==> src/rtl/emp_pkg.sv <==
// Shared types and constants of the emergency message producer.
// Used by every module of the block but emp_ram; depends on nothing else.
package emp_pkg;

   localparam int HISTORY_DEPTH = 10;
   localparam int HIST_AW = (HISTORY_DEPTH > 1) ? $clog2(HISTORY_DEPTH) : 1;
   localparam int CNT_W = $clog2(HISTORY_DEPTH + 1);
   localparam int POS_W = CNT_W + 1;

   localparam int MFG_W = 40;
   localparam int CODE_W = 16;
   localparam int HIST_W = CODE_W + MFG_W;
   localparam int MFG_BYTES = 5;

   localparam logic [10:0] EMCY_BASE_ID = 11'h080;
   localparam logic [7:0] ALARM_ERR_REG = 8'h01;

   localparam logic [1:0] OP_ALARM = 2'd0;
   localparam logic [1:0] OP_RESET_MSG = 2'd1;
   localparam logic [1:0] OP_HIST_READ = 2'd2;
   localparam logic [1:0] OP_TICK = 2'd3;

   localparam int CSR_IDX_W = 1;
   localparam logic [CSR_IDX_W-1:0] CSR_NODE_ID = 1'b0;
   localparam logic [CSR_IDX_W-1:0] CSR_INHIBIT = 1'b1;

   typedef struct packed {
      logic [1:0]  operation;
      logic [15:0] error_code_in;
      logic [39:0] mfg_bytes_in;
      logic [7:0]  mfg_length;
      logic [7:0]  history_index;
   } req_type;

   typedef struct packed {
      logic        result_kind;
      logic [10:0] frame_id;
      logic [15:0] error_code_out;
      logic [7:0]  err_reg;
      logic [39:0] mfg_bytes_out;
      logic        found;
   } rsp_type;

   typedef struct packed {
      logic capture;
      logic alarm;
      logic reset_msg;
      logic tick;
      logic hist_miss;
      logic hist_emit;
   } cmd_type;

   typedef struct packed {
      logic [1:0] operation;
      logic       inhibited;
      logic       idx_beyond;
   } sts_type;

endpackage

==> src/rtl/emp_ram.sv <==
// Generic single-write, single-read RAM with a registered read port.
// Holds the alarm history; no package dependency.
module emp_ram #(
   parameter int WIDTH = 8,
   parameter int DEPTH = 4
) (
   input  logic                                    clock,
   input  logic                                    wr_en,
   input  logic [((DEPTH > 1) ? $clog2(DEPTH) : 1)-1:0] wr_addr,
   input  logic [WIDTH-1:0]                        wr_data,
   input  logic [((DEPTH > 1) ? $clog2(DEPTH) : 1)-1:0] rd_addr,
   output logic [WIDTH-1:0]                        rd_data
);

   logic [WIDTH-1:0] mem_ff [DEPTH];
   logic [WIDTH-1:0] rd_data_ff;

   always_ff @(posedge clock) begin
      if (wr_en) begin
         mem_ff[wr_addr] <= wr_data;
      end
      rd_data_ff <= mem_ff[rd_addr];
   end

   assign rd_data = rd_data_ff;

endmodule

==> src/rtl/emp_ctrl.sv <==
// Controller state machine of the emergency message producer.
// Depends on emp_pkg for the command and status types and operation codes.
module emp_ctrl import emp_pkg::*; (
   input  logic    clock,
   input  logic    reset,
   input  logic    start,
   output logic    busy,
   input  sts_type sts,
   output cmd_type cmd
);

   localparam logic [1:0] ST_IDLE = 2'd0;
   localparam logic [1:0] ST_EXEC = 2'd1;
   localparam logic [1:0] ST_READ = 2'd2;

   logic [1:0] state_ff;
   logic [1:0] state_in;

   always_comb begin
      cmd = '0;
      state_in = state_ff;
      unique case (state_ff)
         ST_IDLE: begin
            if (start) begin
               cmd.capture = 1'b1;
               state_in = ST_EXEC;
            end
         end
         ST_EXEC: begin
            state_in = ST_IDLE;
            unique case (sts.operation)
               OP_ALARM: begin
                  cmd.alarm = !sts.inhibited;
               end
               OP_RESET_MSG: begin
                  cmd.reset_msg = 1'b1;
               end
               OP_HIST_READ: begin
                  if (sts.idx_beyond) begin
                     cmd.hist_miss = 1'b1;
                  end else begin
                     // The history RAM has a registered read port, so the entry is returned in ST_READ.
                     state_in = ST_READ;
                  end
               end
               OP_TICK: begin
                  cmd.tick = 1'b1;
               end
               default: begin
               end
            endcase
         end
         ST_READ: begin
            cmd.hist_emit = 1'b1;
            state_in = ST_IDLE;
         end
         default: begin
            state_in = ST_IDLE;
         end
      endcase
   end

   always_ff @(posedge clock) begin
      if (reset) begin
         state_ff <= ST_IDLE;
      end else begin
         state_ff <= state_in;
      end
   end

   assign busy = (state_ff != ST_IDLE);

endmodule

==> src/rtl/emp_dp.sv <==
// Datapath of the emergency message producer: request, timing and history state.
// Depends on emp_pkg and on emp_ram for the alarm history.
module emp_dp import emp_pkg::*; (
   input  logic                 clock,
   input  logic                 reset,
   input  req_type              req_data,
   input  cmd_type              cmd,
   output sts_type              sts,
   input  logic                 csr_we,
   input  logic [CSR_IDX_W-1:0] csr_index,
   input  logic [31:0]          csr_wdata,
   output logic                 rsp_strobe,
   output rsp_type              rsp_data
);

   req_type            req_ff;
   logic [6:0]         node_ff;
   logic [31:0]        inhibit_ff;
   logic [31:0]        clock_ms_ff;
   logic [31:0]        last_alarm_ff;
   logic [HIST_AW-1:0] slot_ff;
   logic [CNT_W-1:0]   count_ff;
   logic               rsp_valid_ff;
   rsp_type            rsp_ff;

   logic [31:0]        elapsed;
   logic [10:0]        frame_id;
   logic [MFG_W-1:0]   mfg_masked;
   logic [CNT_W-1:0]   idx_narrow;
   logic [POS_W-1:0]   pos_sum;
   logic [POS_W-1:0]   pos_wrapped;
   logic [HIST_AW-1:0] rd_addr;
   logic [HIST_W-1:0]  rd_data;

   assign elapsed = clock_ms_ff - last_alarm_ff;
   assign frame_id = EMCY_BASE_ID + {4'b0000, node_ff};

   always_comb begin
      for (int i = 0; i < MFG_BYTES; i++) begin
         mfg_masked[8*i +: 8] = (req_ff.mfg_length > 8'(i)) ?
                                req_ff.mfg_bytes_in[8*i +: 8] : 8'h00;
      end
   end

   assign sts.operation = req_ff.operation;
   assign sts.inhibited = (elapsed < inhibit_ff);
   assign sts.idx_beyond = (req_ff.history_index >= 8'(count_ff));

   // Entry idx places back from the newest; only used when idx is below the count.
   assign idx_narrow = req_ff.history_index[CNT_W-1:0];
   assign pos_sum = POS_W'(slot_ff) + POS_W'(HISTORY_DEPTH - 1) - POS_W'(idx_narrow);
   assign pos_wrapped = (pos_sum >= POS_W'(HISTORY_DEPTH)) ?
                        (pos_sum - POS_W'(HISTORY_DEPTH)) : pos_sum;
   assign rd_addr = pos_wrapped[HIST_AW-1:0];

   emp_ram #(
      .WIDTH (HIST_W),
      .DEPTH (HISTORY_DEPTH)
   ) u_hist_ram (
      .clock   (clock),
      .wr_en   (cmd.alarm),
      .wr_addr (slot_ff),
      .wr_data ({req_ff.error_code_in, mfg_masked}),
      .rd_addr (rd_addr),
      .rd_data (rd_data)
   );

   always_ff @(posedge clock) begin
      if (cmd.capture) begin
         req_ff <= req_data;
      end
   end

   always_ff @(posedge clock) begin
      if (reset) begin
         node_ff <= '0;
         inhibit_ff <= '0;
      end else if (csr_we) begin
         unique case (csr_index)
            CSR_NODE_ID: node_ff <= csr_wdata[6:0];
            CSR_INHIBIT: inhibit_ff <= csr_wdata;
            default: begin
            end
         endcase
      end
   end

   always_ff @(posedge clock) begin
      if (reset) begin
         clock_ms_ff <= '0;
         last_alarm_ff <= '0;
         slot_ff <= '0;
         count_ff <= '0;
      end else begin
         if (cmd.tick) begin
            clock_ms_ff <= clock_ms_ff + 32'd1;
         end
         if (cmd.alarm) begin
            last_alarm_ff <= clock_ms_ff;
            slot_ff <= (slot_ff == HIST_AW'(HISTORY_DEPTH - 1)) ? '0 : slot_ff + 1'b1;
            if (count_ff < CNT_W'(HISTORY_DEPTH)) begin
               count_ff <= count_ff + 1'b1;
            end
         end
      end
   end

   always_ff @(posedge clock) begin
      if (reset) begin
         rsp_valid_ff <= 1'b0;
      end else begin
         rsp_valid_ff <= cmd.alarm | cmd.reset_msg | cmd.hist_miss | cmd.hist_emit;
      end
   end

   always_ff @(posedge clock) begin
      if (cmd.alarm) begin
         rsp_ff <= '{result_kind: 1'b0, frame_id: frame_id,
                     error_code_out: req_ff.error_code_in,
                     err_reg: ALARM_ERR_REG, mfg_bytes_out: mfg_masked,
                     found: 1'b1};
      end else if (cmd.reset_msg) begin
         rsp_ff <= '{result_kind: 1'b0, frame_id: frame_id, error_code_out: '0,
                     err_reg: '0, mfg_bytes_out: '0, found: 1'b1};
      end else if (cmd.hist_miss) begin
         rsp_ff <= '{result_kind: 1'b1, frame_id: '0, error_code_out: '0,
                     err_reg: '0, mfg_bytes_out: '0, found: 1'b0};
      end else if (cmd.hist_emit) begin
         rsp_ff <= '{result_kind: 1'b1, frame_id: '0,
                     error_code_out: rd_data[HIST_W-1 -: CODE_W],
                     err_reg: '0, mfg_bytes_out: rd_data[MFG_W-1:0],
                     found: 1'b1};
      end
   end

   assign rsp_strobe = rsp_valid_ff;
   assign rsp_data = rsp_ff;

endmodule

==> src/rtl/emergency_message_producer.sv <==
// Top level of the emergency message producer: controller plus datapath.
// Depends on emp_pkg, emp_ctrl and emp_dp.
//
// A command is taken when start is high while busy is low. Alarm, reset-message
// and tick commands, and history reads that miss, keep busy high through the
// execute step after acceptance; a history read that finds its entry also keeps
// busy high through a read step, because the history RAM has a registered read
// port. A result appears on rsp_data with rsp_strobe high for exactly one cycle,
// the cycle after the execute step (or after the RAM read), and the receiver
// must take it then. Suppressed alarms and ticks give no result. Configuration
// writes are taken while busy is low.
module emergency_message_producer import emp_pkg::*; (
   input  logic                 clock,
   input  logic                 reset,
   input  logic                 start,
   output logic                 busy,
   input  req_type              req_data,
   output logic                 rsp_strobe,
   output rsp_type              rsp_data,
   input  logic                 csr_valid,
   output logic                 csr_ready,
   input  logic [CSR_IDX_W-1:0] csr_index,
   input  logic [31:0]          csr_wdata
);

   cmd_type cmd;
   sts_type sts;

   emp_ctrl u_ctrl (
      .clock (clock),
      .reset (reset),
      .start (start),
      .busy  (busy),
      .sts   (sts),
      .cmd   (cmd)
   );

   assign csr_ready = !busy;

   emp_dp u_dp (
      .clock      (clock),
      .reset      (reset),
      .req_data   (req_data),
      .cmd        (cmd),
      .sts        (sts),
      .csr_we     (csr_valid & csr_ready),
      .csr_index  (csr_index),
      .csr_wdata  (csr_wdata),
      .rsp_strobe (rsp_strobe),
      .rsp_data   (rsp_data)
   );

endmodule

==> config.mk <==
export PLATFORM = sky130hd
export DESIGN_NAME = emergency_message_producer
export DESIGN_NICKNAME = d
export VERILOG_FILES = /design/src/rtl/emp_pkg.sv /design/src/rtl/emp_ram.sv /design/src/rtl/emp_ctrl.sv /design/src/rtl/emp_dp.sv /design/src/rtl/emergency_message_producer.sv
export SDC_FILE = /design/constraint.sdc
export NUM_CORES = 1
export LEC_CHECK = 0
export BUFFER_PORTS_ARGS = -buffer_cell sky130_fd_sc_hd__buf_2
export CORE_MARGIN = 3
export CORE_UTILIZATION = 55
export DETAILED_ROUTE_END_ITERATION = 7
export GPL_TIMING_DRIVEN = 1
export MAX_ROUTING_LAYER = met4
export PLACE_DENSITY = 0.72
export SYNTH_ARGS = -nofsm -noshare
export SYNTH_HDL_FRONTEND = slang
export SYNTH_HIERARCHICAL = 1
export SYNTH_SLANG_ARGS = --single-unit
==> constraint.sdc <==
create_clock -name clock -period 10.5 [get_ports clock]
set_input_delay 2.1 -clock clock [delete_from_list [all_inputs] [get_ports clock]]
set_output_delay 2.1 -clock clock [all_outputs]
set_load 0.05 [all_outputs]
# Word level (Yosys, flattened, before mapping)
# Memories as Yosys holds them, arrays and structs flattened. A register that Yosys moved wholly into a read port is not among the register bits.
# Cells that the tools add are included.
# W data, S select, Z words.
totals:
  input_bits: 111
  rom_bits: 0
  mem_count: 1
  out_inout_bits: 80
  reg_bits: 258
  latch_bits: 0
  ramBits: 560
  wordCells: 87
op_classes:
  order_cmp: 9
  addsub: 8
  n_eq_ne: 7
  n_reduce_logical: 12
  shift: 0
  div: 0
  bitwise_logic: 5
  multipliers: 0
  muxes: 26
mem_list:
  columns: ["memory", "words", "word_bits", "rd", "rd_clocked_by_memory_dff", "write_ports", "line_no", "rtl"]
  rows:
  - ["u_dp.u_hist_ram.mem_ff", 10, 56, 1, 1, 1, "emp_ram.sv:15", "logic [WIDTH-1:0] mem_ff [DEPTH];"]
op_table:
  columns: ["op", "count"]
  rows:
  - ["$mux W77", 2]
  - ["$mux W76", 2]
  - ["$mux W8", 5]
  - ["$add A32 B1 Y32 const B", 1]
  - ["$lt A32 B32 Y1", 1]
  - ["$sub A32 B32 Y32", 1]
  - ["$gt A8 B1 Y1 const B", 2]
  - ["$gt A8 B2 Y1 const B", 2]
  - ["$mux W4", 3]
  - ["$mux W1", 10]
  - ["$add A8 B7 Y9 const A", 1]
  - ["$add A4 B1 Y4 const B", 2]
  - ["$ge A8 B4 Y1", 1]
  - ["$gt A8 B3 Y1 const B", 1]
  - ["$eq A2 B2 Y1 const B", 3]
  - ["$mux W2", 3]
  - ["$reduce_and A2 Y1", 3]
  - ["$add A4 B4 Y5 const B", 1]
  - ["$ge A5 B4 Y1 const B", 1]
  - ["$sub A5 B4 Y5", 1]
  - ["$eq A2 B1 Y1 const B", 2]
  - ["$eq A4 B4 Y1 const B", 1]
  - ["$logic_not A2 Y1", 2]
  - ["$lt A4 B4 Y1 const B", 1]
  - ["11 further kinds", 15]

# Depth between registers and ports, before layout
logic_depth:
  ltp_word: 8
  ltp_mapped: 25
  ltp_nobuf: 23

# Modules after synthesis
# Netlist, hierarchy kept.
by_module_without_submodules:
  columns: ["mod", "instances", "seq_area_each_um2", "cells_per_inst", "area_each_um2"]
  rows:
  - ["emp_ram", 1, 17937.2, 1207, 23162.2]
  - ["emp_dp", 1, 6446.2, 1184, 12399.4]
  - ["emp_ctrl", 1, 40.0, 15, 160.2]
  - ["emergency_message_producer", 1, 0.0, 2, 10.0]

# Worst setup path before layout
# No wires, ideal clock.
synth_timing:
  kind: "register to register"
  startpoint: "register u_dp.clock_ms_ff[0]"
  endpoint: "memory u_dp/u_hist_ram/mem_ff[0][0] (netlist name) (enable)"
  setup_ns: 0.539
  arrival_ns: 7.751
  period_less_slack_ns: 8.290
  stages_incl_launch_ff: 18
  n_path_buf: 0
  t_required_ns: 9.961
  path_slack_ns: 2.210
  path_cell_list: "dfxtp_1 > inv_1 > ha_1 > inv_1 > fa_1 > a21o_1 > a221oi_2 > o31ai_1 > a21o_1 > a2111o_1 > and3_1 > ha_1 > nand4_1 > nor4_1 > a211oi_1 > nor4_2 > or3b_2 > nor3_1"
synth_rtl:
  columns: ["item", "line_no", "rtl"]
  rows:
  - ["start: declaration", "emp_dp.sv:19", "logic [31:0] clock_ms_ff;"]
  - ["start signal: assignment", "emp_dp.sv:96", "clock_ms_ff <= clock_ms_ff + 32'd1;"]
  - ["end: declaration", "emp_ram.sv:15", null]

==> results.md <==
* Critical path, cell by cell: inv_1, ha_1, inv_1, fa_1, a21o_1, a221oi_2, o31ai_1, a21o_1, a2111o_1, and3_1, ha_1, a21o_1, a21oi_1, o21ai_0, a211oi_1, nor4_4, buf_4, nor2_1, inv_1, nor3_1, clkinv_2, buf_4
* Slowest CP cell: clkinv_2
* Hold Path Class: reg2reg
* Fin Clk Skew at 28.5 ps
* Flops & latches, synth at 871
* DP Area at roughly 37000 sq um
* Crit path time final at 7060 ps
* CTS root buf: clkbuf_16
* Crit Path Class: reg2reg
* Hold WS at 452 ps
* GR Overflow Total at 0
* Top cell type's share of synthesized area at 58.7%
* Crit-path max FO at 34
* Inst Count DP at between 3k and 4k
* Adder-cell share of the synthesized area at 2.77%
* Top delay family on crit path: compound AO/OA/AOI/OAI gates
* Proportion of layout cells with a drive suffix above 1 at 21.0%
* Largest family of logic cells by synthesized area: multiplexers
* WL/cell at 22.2 um
* Crit path DAT at 7380 ps
* CP max stage delay at around 690 ps
* Hold buffer count at cts at 0
* Clock transition at path regs at ~60 ps
* Number of flops mapped to enable cells by yosys at 698
* Post-Synth Simple-Gate Area at 6.24%
* Post-route ant nets at 0
* Post-route core utilization at 63.2%
* Fmax at 142 MHz
* Max Cap Viol at 0
* DIE HEIGHT at 261 um
* Startpoint Class: flip-flop
* R2R cell count at 22
* FFs w/ async S/R, synth at 0%
* GPL Wtd Cong at around 0.9
* Number of buffers created by CTS at 87
* Total track usage at 23.6%
* Mapped Cells at ~2.4k
* Post-DP HPWL at 44000 um
* CTS tree: done
* Final number of setup-violating endpoints at 0
* Overall Power at 7.62 mW
* Post-Syn Area per Cell at 14.8 sq um
* RR Startpoint: u_dp/clock_ms_ff[0]
* Status: complete, no violations
* Row count at 92
* Synth top area cells: edfxtp_1 59%, dfxtp_1 9.7%, mux2i_1 4.3%
* Final worst slack at 3440 ps
* Worst-skew pair later-pin latency at between 600 and 700 ps
* Largest net degree at the start of global routing at 156
* Yosys cell types at 76
* Compound-Gate Fraction of Synth Area at 8.73%
* R2r setup slk at between 3000 and 4000 ps
* Die X-Extent at 261 um
* Worst path depth at 22
* Relative slew margins at a little over a fifth
* Synthesis Warnings at 6
* Post-synthesis mux area share at 9.64%
* Clock buffer depth at 3
* Placeable Area at 63700 sq um
* RSZ-0062 raised after global routing: false
* Tcrit/Tclk final at 67.2%
* CP endpoint kind: flip-flop
* Post-route cell area at 40200 sq um
* Die area at around 70000 sq um
* DR vias/cell at between 5 and 6
* XOR/XNOR Fraction of Synth Area at under 10%
* Total wire length at 77900 um
* Fin nets at between 2k and 3k
* Pre-CTS setup slack at ~3400 ps
* WP data required at 10820 ps
* Pre-antenna DRT Iters at 5
* Setup TNS at 0 ps
* P&R area growth vs syn at 12.6%
* H-Tree Depth at 3
* Leakage at 14.5 nW
* RR Endpoint: u_dp/rsp_data[66]
* Launch point of the worst path: u_dp/clock_ms_ff[0]
* Worst Setup EP: u_dp/rsp_data[66]
* PortBufs at 180
* I/O pins at 191
* Slew Limit Fails at 0
* # clock sinks at 871
* Finished Layout Cells at 3512
* DRC Markers at 0
* Post-CTS sizing at 0
* Power per Cell Area at around 190 nW/um^2
* Antenna violations before repair at 1
* Vias at 20.5k
* Seq/Total Area, Yosys at between 60% and 70%
* Worst path buffer plus inverter count at 6
* Global-route wire length before repair at about 120000 um
* Worst-Margin Slew at around 1200 ps
* Mapped cell area at 35700 sq um
* VDD IR max at 0.000141 V
* Post-CTS setup buffers at 0
* Cell accounting for the most synthesized area: edfxtp_1
* Initial core utilization at 56.1%
* Vias in the first global route at 20.6k
* Post-synth top flop: edfxtp_1
* DR iter-0 viols at 1503
* Fin. Hold Viols at 0
-- metal layers --
layer / up-vias / global-route usage, % / routed length (um)
li1: 9425 / - / -
met4: 0 / 7.23 / 1960
met3: 140 / 3.36 / 4140
met1: 10300 / 30.5 / 33100
met5: - / - / 0
met2: 591 / 39.0 / 38700
-- cell families after synthesis --
kind of cell | after synthesis
flops | 871
fa+ha+maj | 78
compound gates | 405
buf+inv | 206
mux | 323
other cells | 1
xor+xnor | 62
simple gates | 462
-- registers in the layout, summed over array words and instances, names as in the netlist --
signal / count
u_ctrl/state_ff: 2
u_dp/clock_ms_ff: 32
u_dp/count_ff: 4
u_dp/idx_narrow: 4
u_dp/inhibit_ff: 32
u_dp/last_alarm_ff: 32
u_dp/node_ff: 7
u_dp/req_ff: 68
u_dp/rsp_data: 67
u_dp/rsp_strobe: 1
u_dp/slot_ff: 4
u_dp/sts: 2
u_dp/u_hist_ram/mem_ff: 560
u_dp/u_hist_ram/rd_data: 56
-- power by group --
part	internal (mW)	switching (mW)	total, mW
Combinational	0.257	0.432	0.689
Clock	1.73	1.28	3.00
Sequential	3.87	0.0561	3.92
Total	5.85	1.76	7.62
-- worst reg2reg max path, delay by kind of cell, from the launching register on --
family	cells	cell delay (ps)
adder cells (fa/ha/maj)	3	870
AO/OA/AOI/OAI	9	2340
flip-flops	1	350
buffers and inverters	6	1930
AND/OR/NAND/NOR	4	1240
-- cells in the final DEF, fill, tap and decap left out, types with 15 or more instances in the layout --
master,instances
nand3_1,17
mux2_1,38
o31ai_2,49
buf_2,179
a21o_1,20
nand2_1,176
nor2b_1,32
ha_1,75
mux2_2,131
edfxtp_1,698
mux2i_1,154
clkbuf_16,87
a21oi_1,87
o22ai_1,59
nand4_1,15
clkbuf_1,27
inv_1,86
o21ai_0,24
dfxtp_1,173
xnor2_1,31
a22o_1,112
xor2_1,31
nor2_1,116
buf_4,25
-- cells in the mapped netlist, types with 20 or more instances --
cell / count
inv_1: 87
nand2_1: 178
o22ai_1: 59
xor2_1: 31
mux2_1: 38
a21oi_1: 87
nor2b_1: 33
edfxtp_1: 698
nor2_1: 125
xnor2_1: 31
o31ai_2: 49
mux2_2: 131
o21ai_0: 24
ha_1: 76
mux2i_1: 154
buf_2: 22
a21o_1: 20
buf_4: 20
a22o_1: 112
dfxtp_1: 173
clkbuf_1: 53
-- area by class of cell --
| cell class | instances | area (sq um) |
|---|---|---|
| Clock buffer | 122 | 2390 |
| Tap cell | 846 | 1060 |
| Sequential cell | 871 | 24400 |
| Fill cell | 4645 | 23400 |
| Timing Repair Buffer | 205 | 1100 |
| Inverter | 87 | 328 |
| Multi-Input combinational cell | 1340 | 10500 |
| Clock inverter | 40 | 423 |
| Antenna cell | 1 | 2.50 |
-- how the worst min path moves through the flow --
| stage | to | cells past startpoint | start |
|---|---|---|---|
| 5_1_grt | u_dp/inhibit_ff[29] | 2 | u_dp/inhibit_ff[29] |
| 2_1_floorplan | u_dp/inhibit_ff[0] | 2 | u_dp/inhibit_ff[0] |
| 3_5_place_dp | u_dp/inhibit_ff[29] | 2 | u_dp/inhibit_ff[29] |
| 6_report | u_dp/inhibit_ff[29] | 2 | u_dp/inhibit_ff[29] |
| 4_1_cts | u_dp/inhibit_ff[29] | 2 | u_dp/inhibit_ff[29] |
| 3_3_place_gp | u_dp/inhibit_ff[11] | 2 | u_dp/inhibit_ff[11] |
Note: power is estimated with default switching activity, not from simulation.
